**src/hdl/sit_pkg.sv**
```systemverilog
// sit_pkg: shared types and constants for the sorted record table
// holds the table entry layout, status codes and sequencer states
// no dependencies
package sit_pkg;

  localparam int TABLE_DEPTH_DEF = 16;

  localparam logic [2:0] STATUS_INSERTED  = 3'd0;
  localparam logic [2:0] STATUS_DUPLICATE = 3'd1;
  localparam logic [2:0] STATUS_FULL      = 3'd2;
  localparam logic [2:0] STATUS_READ_OK   = 3'd3;
  localparam logic [2:0] STATUS_EMPTY     = 3'd4;

  localparam logic ACTION_INSERT = 1'b0;
  localparam logic ACTION_READ   = 1'b1;

  typedef struct packed {
    logic [15:0] id;
    logic [31:0] start_ms;
    logic [31:0] finish_ms;
  } entry_t;

  typedef enum logic [2:0] {
    S_IDLE,
    S_SCAN,
    S_SH_CMP,
    S_SH_PUT,
    S_RD_WAIT
  } state_t;

endpackage

```
**src/hdl/sorted_insert_table_with_dup_check.sv**
```systemverilog
// sorted_insert_table_with_dup_check: top level of the sorted record table
// depends on sit_pkg and sit_ram
//
// usage:
//   a request is taken when start is high and busy is low. action selects an
//   insert (athlete_id, start_ms, finish_ms) or a read of the entry at
//   read_rank. every request gives exactly one result, shown for one cycle
//   with done high: status, out_id, out_start_ms, out_finish_ms and
//   entry_count (records held after the request).
//   busy stays high from the cycle after a request until the result cycle;
//   a new request may be given in the cycle done is high.
// sequence of a request:
//   read: the entry at read_rank is read from the table memory, then shown.
//   insert: an id scan over the table memory; a duplicate is rejected as soon
//   as the scan meets its id, a full table when the scan ends. else each
//   record with a later finish time is moved up one place and the new one is
//   placed, then the result is shown. an empty table skips the scan and moves.
//   the one read port of the table memory makes the scan read records in turn
// reset: the record count goes to zero, no clearing of the memory is needed.
// the receiver cannot stall: each result is valid only while done is high.
module sorted_insert_table_with_dup_check #(
  parameter int TABLE_DEPTH = sit_pkg::TABLE_DEPTH_DEF
) (
  input  logic        clk,
  input  logic        rst,
  input  logic        start,
  output logic        busy,
  input  logic        action,
  input  logic [15:0] athlete_id,
  input  logic [31:0] start_ms,
  input  logic [31:0] finish_ms,
  input  logic [3:0]  read_rank,
  output logic        done,
  output logic [2:0]  status,
  output logic [15:0] out_id,
  output logic [31:0] out_start_ms,
  output logic [31:0] out_finish_ms,
  output logic [4:0]  entry_count
);

  localparam int AW = $clog2(TABLE_DEPTH);
  localparam int CW = $clog2(TABLE_DEPTH + 1);
  localparam int RW = (CW > 4) ? CW : 4;
  localparam int EW = $bits(sit_pkg::entry_t);

  sit_pkg::state_t state, state_next;
  logic [CW-1:0]   fill, fill_next;
  logic [CW-1:0]   k, k_next;
  logic [CW-1:0]   pos, pos_next;
  logic            chk_valid, chk_valid_next;
  logic            req_action;
  sit_pkg::entry_t req, req_in;
  logic [3:0]      req_rank;

  logic            done_next;
  logic [2:0]      status_next;
  sit_pkg::entry_t res_next;

  logic            we;
  logic [AW-1:0]   waddr, raddr;
  sit_pkg::entry_t wdata, rdata;
  logic [EW-1:0]   rdata_raw;

  logic            accept;
  logic            issuing;
  logic            rank_ok;

  sit_ram #(
    .WIDTH(EW),
    .DEPTH(TABLE_DEPTH)
  ) u_ram (
    .clk  (clk),
    .we   (we),
    .waddr(waddr),
    .wdata(wdata),
    .raddr(raddr),
    .rdata(rdata_raw)
  );

  assign rdata   = sit_pkg::entry_t'(rdata_raw);
  assign busy    = (state != sit_pkg::S_IDLE);
  assign accept  = start && !busy;
  assign issuing = (k < fill);
  assign rank_ok = (RW'(req_rank) < RW'(fill));

  always_comb begin
    req_in.id        = athlete_id;
    req_in.start_ms  = start_ms;
    req_in.finish_ms = finish_ms;
  end

  always_ff @(posedge clk) begin
    if (rst) begin
      state     <= sit_pkg::S_IDLE;
      fill      <= '0;
      done      <= 1'b0;
      chk_valid <= 1'b0;
    end else begin
      state     <= state_next;
      fill      <= fill_next;
      done      <= done_next;
      chk_valid <= chk_valid_next;
    end
  end

  always_ff @(posedge clk) begin
    k   <= k_next;
    pos <= pos_next;
    if (accept) begin
      req_action <= action;
      req        <= req_in;
      req_rank   <= read_rank;
    end
    if (done_next) begin
      status        <= status_next;
      out_id        <= res_next.id;
      out_start_ms  <= res_next.start_ms;
      out_finish_ms <= res_next.finish_ms;
      entry_count   <= 5'(fill_next);
    end
  end

  always_comb begin
    state_next     = state;
    fill_next      = fill;
    k_next         = k;
    pos_next       = pos;
    chk_valid_next = 1'b0;
    done_next      = 1'b0;
    status_next    = sit_pkg::STATUS_INSERTED;
    res_next       = '0;
    we             = 1'b0;
    waddr          = AW'(pos);
    wdata          = req;
    raddr          = AW'(k);

    case (state)
      sit_pkg::S_IDLE: begin
        raddr = AW'(read_rank);
        if (accept) begin
          k_next = '0;
          if (action == sit_pkg::ACTION_READ) begin
            state_next = sit_pkg::S_RD_WAIT;
          end else begin
            state_next = sit_pkg::S_SCAN;
          end
        end
      end

      sit_pkg::S_SCAN: begin
        if (chk_valid && (rdata.id == req.id)) begin
          done_next   = 1'b1;
          status_next = sit_pkg::STATUS_DUPLICATE;
          state_next  = sit_pkg::S_IDLE;
        end else if (issuing) begin
          raddr          = AW'(k);
          k_next         = k + 1'b1;
          chk_valid_next = 1'b1;
        end else if (!chk_valid) begin
          if (fill == CW'(TABLE_DEPTH)) begin
            done_next   = 1'b1;
            status_next = sit_pkg::STATUS_FULL;
            state_next  = sit_pkg::S_IDLE;
          end else begin
            pos_next = fill;
            if (fill == '0) begin
              state_next = sit_pkg::S_SH_PUT;
            end else begin
              raddr      = AW'(fill - 1'b1);
              state_next = sit_pkg::S_SH_CMP;
            end
          end
        end
      end

      sit_pkg::S_SH_CMP: begin
        we    = 1'b1;
        waddr = AW'(pos);
        if (rdata.finish_ms > req.finish_ms) begin
          wdata    = rdata;
          pos_next = pos - 1'b1;
          if (pos == CW'(1)) begin
            state_next = sit_pkg::S_SH_PUT;
          end else begin
            raddr = AW'(pos - CW'(2));
          end
        end else begin
          wdata       = req;
          fill_next   = fill + 1'b1;
          done_next   = 1'b1;
          status_next = sit_pkg::STATUS_INSERTED;
          state_next  = sit_pkg::S_IDLE;
        end
      end

      sit_pkg::S_SH_PUT: begin
        we          = 1'b1;
        waddr       = AW'(pos);
        wdata       = req;
        fill_next   = fill + 1'b1;
        done_next   = 1'b1;
        status_next = sit_pkg::STATUS_INSERTED;
        state_next  = sit_pkg::S_IDLE;
      end

      sit_pkg::S_RD_WAIT: begin
        done_next  = 1'b1;
        state_next = sit_pkg::S_IDLE;
        if (rank_ok) begin
          status_next = sit_pkg::STATUS_READ_OK;
          res_next    = rdata;
        end else begin
          status_next = sit_pkg::STATUS_EMPTY;
        end
      end

      default: begin
        state_next = sit_pkg::S_IDLE;
      end
    endcase
  end

`ifndef SYNTHESIS
  a_fill_bound: assert property (@(posedge clk) disable iff (rst)
    fill <= CW'(TABLE_DEPTH))
    else $error("record count beyond table depth");

  a_done_single: assert property (@(posedge clk) disable iff (rst)
    done |=> !done)
    else $error("result strobe longer than one cycle");

  a_insert_grows: assert property (@(posedge clk) disable iff (rst)
    (done && (status == sit_pkg::STATUS_INSERTED)) |-> (fill == $past(fill) + 1'b1))
    else $error("insert without count increment");

  a_write_busy: assert property (@(posedge clk) disable iff (rst)
    we |-> (busy && (req_action == sit_pkg::ACTION_INSERT)))
    else $error("table write outside an insert");

  a_reject_keeps: assert property (@(posedge clk) disable iff (rst)
    (done && ((status == sit_pkg::STATUS_DUPLICATE) || (status == sit_pkg::STATUS_FULL)))
      |-> (fill == $past(fill)))
    else $error("rejected insert changed the count");
`endif

endmodule

```
**src/hdl/sit_ram.sv**
```systemverilog
// sit_ram: generic single-write, single-read memory with registered read
// used for the record table storage
// no dependencies
module sit_ram #(
  parameter int WIDTH = 8,
  parameter int DEPTH = 16
) (
  input  logic                     clk,
  input  logic                     we,
  input  logic [$clog2(DEPTH)-1:0] waddr,
  input  logic [WIDTH-1:0]         wdata,
  input  logic [$clog2(DEPTH)-1:0] raddr,
  output logic [WIDTH-1:0]         rdata
);

  logic [WIDTH-1:0] mem [DEPTH];

  always_ff @(posedge clk) begin
    if (we) begin
      mem[waddr] <= wdata;
    end
    rdata <= mem[raddr];
  end

endmodule

```
**config.mk**
```make
export PLATFORM = sky130hd
export DESIGN_NAME = sorted_insert_table_with_dup_check
export DESIGN_NICKNAME = d
export VERILOG_FILES = /design/src/hdl/sit_pkg.sv /design/src/hdl/sorted_insert_table_with_dup_check.sv /design/src/hdl/sit_ram.sv
export SDC_FILE = /design/constraint.sdc
export NUM_CORES = 2
export LEC_CHECK = 0
export ABC_AREA = 1
export BUFFER_PORTS_ARGS = -buffer_cell sky130_fd_sc_hd__buf_2
export CORE_MARGIN = 8
export CORE_UTILIZATION = 30
export CTS_CLUSTER_SIZE = 40
export DETAILED_ROUTE_END_ITERATION = 12
export PLACE_DENSITY = 0.55
export SYNTH_ARGS = -nofsm -noshare
export SYNTH_HDL_FRONTEND = slang
export SYNTH_HIERARCHICAL = 1
export SYNTH_SLANG_ARGS = --single-unit
```
**constraint.sdc**
```tcl
create_clock -name clk -period 6.5 [get_ports clk]
set_input_delay 1.3 -clock clk [delete_from_list [all_inputs] [get_ports clk]]
set_output_delay 1.3 -clock clk [all_outputs]
set_load 0.01 [all_outputs]
```
==> key figures <==
Status
  • Status: finished, final reports clean

Timing
  • Worst slew pin tran: 1.27 ns
  • Min Tclk post-route: 4.92 ns
  • Slew Viols, Final: 0
  • Period utilization: 75.7%
  • Post-route setup TNS: 0 ns
  • Final hold violation count: 0
  • Fmax: 203 MHz
  • Worst Slack Setup Final: 1.58 ns
  • RSZ-0062 raised after global routing: false
  • Hold_ws: 0.560 ns
  • Final setup viols: 0
  • Clock Skew: 0.0402 ns
  • Worst slew margin: 14.7%

Clocking
  • Clock sink count: 1552
  • CTS Buf Count: 158
  • Clock-pin slew on the worst setup and hold paths: 0.06 ns
  • Post-CTS setup buffers: 0
  • Max clock buf depth: 3
  • CTS tree: done
  • CTS H-tree depth: 4
  • Clock Latency Late Sink: 0.79 ns
  • Post-CTS sizing: 0
  • Clock Tree Root: clkbuf_16
  • CTS Hold Bufs: 0

Final layout
  • Synth-to-Final Area Change: 13.7%
  • Nets: 6435
  • Register area: 45700 um^2
  • Diodes inserted: 0
  • Multi-input gate area: 14400 um^2
  • Share of layout cells above drive strength 1: 8.73%
  • # fillers: 21700

Route
  • Residual DRC count: 0
  • Vias per cell: 4.58
  • Via Count: 42600
  • Detail Route Antenna Nets: 0
  • Detailed Route WL: 178 mm
  • Starting DRT DRC Count: 3553
  • Drt wl/cell: 19.2 um
  • First drt pass iteration count: 6

Logic synthesis
  • Distinct cells, synth: 39
  • Simple-gate area share of the yosys netlist: 19.3%
  • Synth top area cells: edfxtp_1 67%, nand2_1 11%, nand3_1 7.5%
  • Post-synthesis cell count: 6176
  • Post-synth EDFFs: 1462
  • Commonest cells post-synth: 1843 x nand2_1, 1462 x edfxtp_1, 1111 x inv_1
  • Synth Register Bits: 1552
  • XOR/XNOR Fraction of Synth Area: 0.320%
  • Adder-Cell Fraction of Synth Area: 0.895%
  • Mapped Nets: 6311
  • Cell Area, Synth: 65700 um^2
  • Synth top area share: 66.8%
  • Ys flop type: edfxtp_1
  • Synth Area in Compound Gates: 1.16%
  • Proportion of synthesized area in mux cells: 0%
  • Seq/Total Area, Yosys: 69.6%
  • Area leader, netlist: edfxtp_1
  • Async set or reset register ratio after synthesis: 0%
  • Most frequent cell after synthesis: nand2_1
  • Largest family of logic cells by synthesized area: simple AND/OR/NAND/NOR gates
  • YS warnings: 6
  • Synth Area per Inst: 10.6 um^2

Setup path
  • Crit path DAT: 5.56 ns
  • Setup CP Type: flop to flop
  • Setup crit end kind: flop
  • Worst EP required: 7.14 ns
  • CP max FO: 130
  • CP Launch Type: flop

Global route
  • Initial antenna violation count: 10
  • Total GRT Usage: 14.7%
  • Grt ovf: 0
  • First-pass GRT wire length: 265 mm
  • Number of global-route vias before repair: 41200
  • Largest net degree at the start of global routing: 198

Floorplan
  • Placeable Area: 217000 um^2
  • Initial core utilization: 30.2%
  • Die X: 484 um
  • IO Count: 178
  • Die footprint: 234000 um^2
  • Rows: 171
  • Die Span Y: 484 um

Placed design
  • Post-DP HPWL: 91.6 mm
  • PortBufs: 177
  • Gpl congestion: 0.771
  • Placement Setup Slack: 1.68 ns

Worst hold path
  • Hold Path Class: flop to flop

Power and ir drop
  • Leak Pwr: 31.3 nW
  • PD cells: 477 nW/um^2
  • Max VDD drop: 0.698 mV

Job
  • Max Cap Viol: 0
-- power breakdown --
| part | switching, W | internal (W) | total (W) |
|---|---|---|---|
| combinational | 0.00990 | 0.00369 | 0.0136 |
| sequential | 0.000403 | 0.0127 | 0.0131 |
| clock | 0.00384 | 0.00507 | 0.00891 |
-- stage by stage --
step | area, um^2 | power, W | utilization (%) | cells
after floorplan | 65700 | 0.0227 | - | 6176
after global placement | 69700 | 0.0269 | 32.1 | 8994
after detailed placement | 69700 | 0.0270 | 32.1 | 8994
after CTS | 74700 | 0.0360 | 34.4 | 9288
after global routing | 74700 | 0.0378 | 34.4 | 9288
final | 74700 | 0.0356 | 34.4 | 9288
-- worst max-delay path: stages, from the launching register on --
cell and delay, ns:
edfxtp_1 0.47, inv_1 0.08, ha_1 0.30, nand2_1 0.05, nor2_1 0.19, nand2_1 0.22
nor2_4 0.27, nand4_4 0.30, nand3_1 0.26, nand2_1 0.07, nand3_1 0.07, nand3b_1 0.48
inv_8 0.80, buf_12 0.39, nand2_1 0.11, nand3_1 0.08, nand3_1 0.06, nand3_1 0.17
nand2_1 0.15
-- registers in the layout, summed over array words and instances (netlist names), 4 cells and up --
register and flops:
entry_count 5, fill 5, k 5, out_finish_ms 32, out_id 16, out_start_ms 32, pos 5, req 80
req_rank 4, u_ram/mem 1280, u_ram/rdata 80
-- cell type report --
| cell class | instances | area share [%] |
|---|---|---|
| clock buffers | 235 | 6.01 |
| clock inverters | 59 | 0.724 |
| inverters | 1123 | 5.67 |
| multi-input cells | 3209 | 19.3 |
| flip-flops and latches | 1552 | 61.2 |
| well taps | 2854 | 4.78 |
| repair buffers | 256 | 2.35 |
-- logic make-up after synthesis --
group                      count (synthesis)
xor gates and xnor gates                  24
AOI/OAI and AO/OA                        133
DFF                                     1552
and+or+nand+nor                         3005
adders and majority gates                 47
buffers and inverters                   1415
-- final timing paths --
check	cells after the start	end	from	slack, ns
min reg2reg	2	out_start_ms[18]	u_ram/rdata[50]	0.56
max reg2reg	18	u_ram/rdata[15]	req[29]	1.58
min	2	out_start_ms[18]	u_ram/rdata[50]	0.56
max	18	u_ram/rdata[15]	req[29]	1.58
-- cell usage in the layout (no fill, tap or decap), types with 3 or more instances in the layout --
master,n
a21oi_1,29
buf_12,22
buf_2,177
buf_4,57
bufinv_16,7
clkbuf_1,56
clkbuf_16,161
clkbuf_8,18
clkinv_1,20
clkinv_2,18
dfxtp_1,90
edfxtp_1,1462
ha_1,47
inv_1,1111
inv_2,8
inv_6,11
nand2_1,1841
nand2_2,23
nand2_4,3
nand3_1,978
nand3b_1,7
nand4_1,8
nor2_1,112
nor2_2,3
nor2_4,18
nor3_1,3
o21ai_0,15
o21ai_1,62
o21ai_2,21
xnor2_1,11
xor2_1,13
-- metal layers --
metal / global-route usage (%) / part of all wire [%] / wire [um] / vias up
met2: 24.8 / 48 / 85800 / 1201
met5: 0 / 0.0062 / 11 / -
met4: 3.94 / 2.5 / 4380 / 2
met1: 19.8 / 44 / 79000 / 20800
li1: - / - / - / 20300
met3: 2.04 / 5.1 / 9150 / 290
Power figures use the tool's default switching activity.
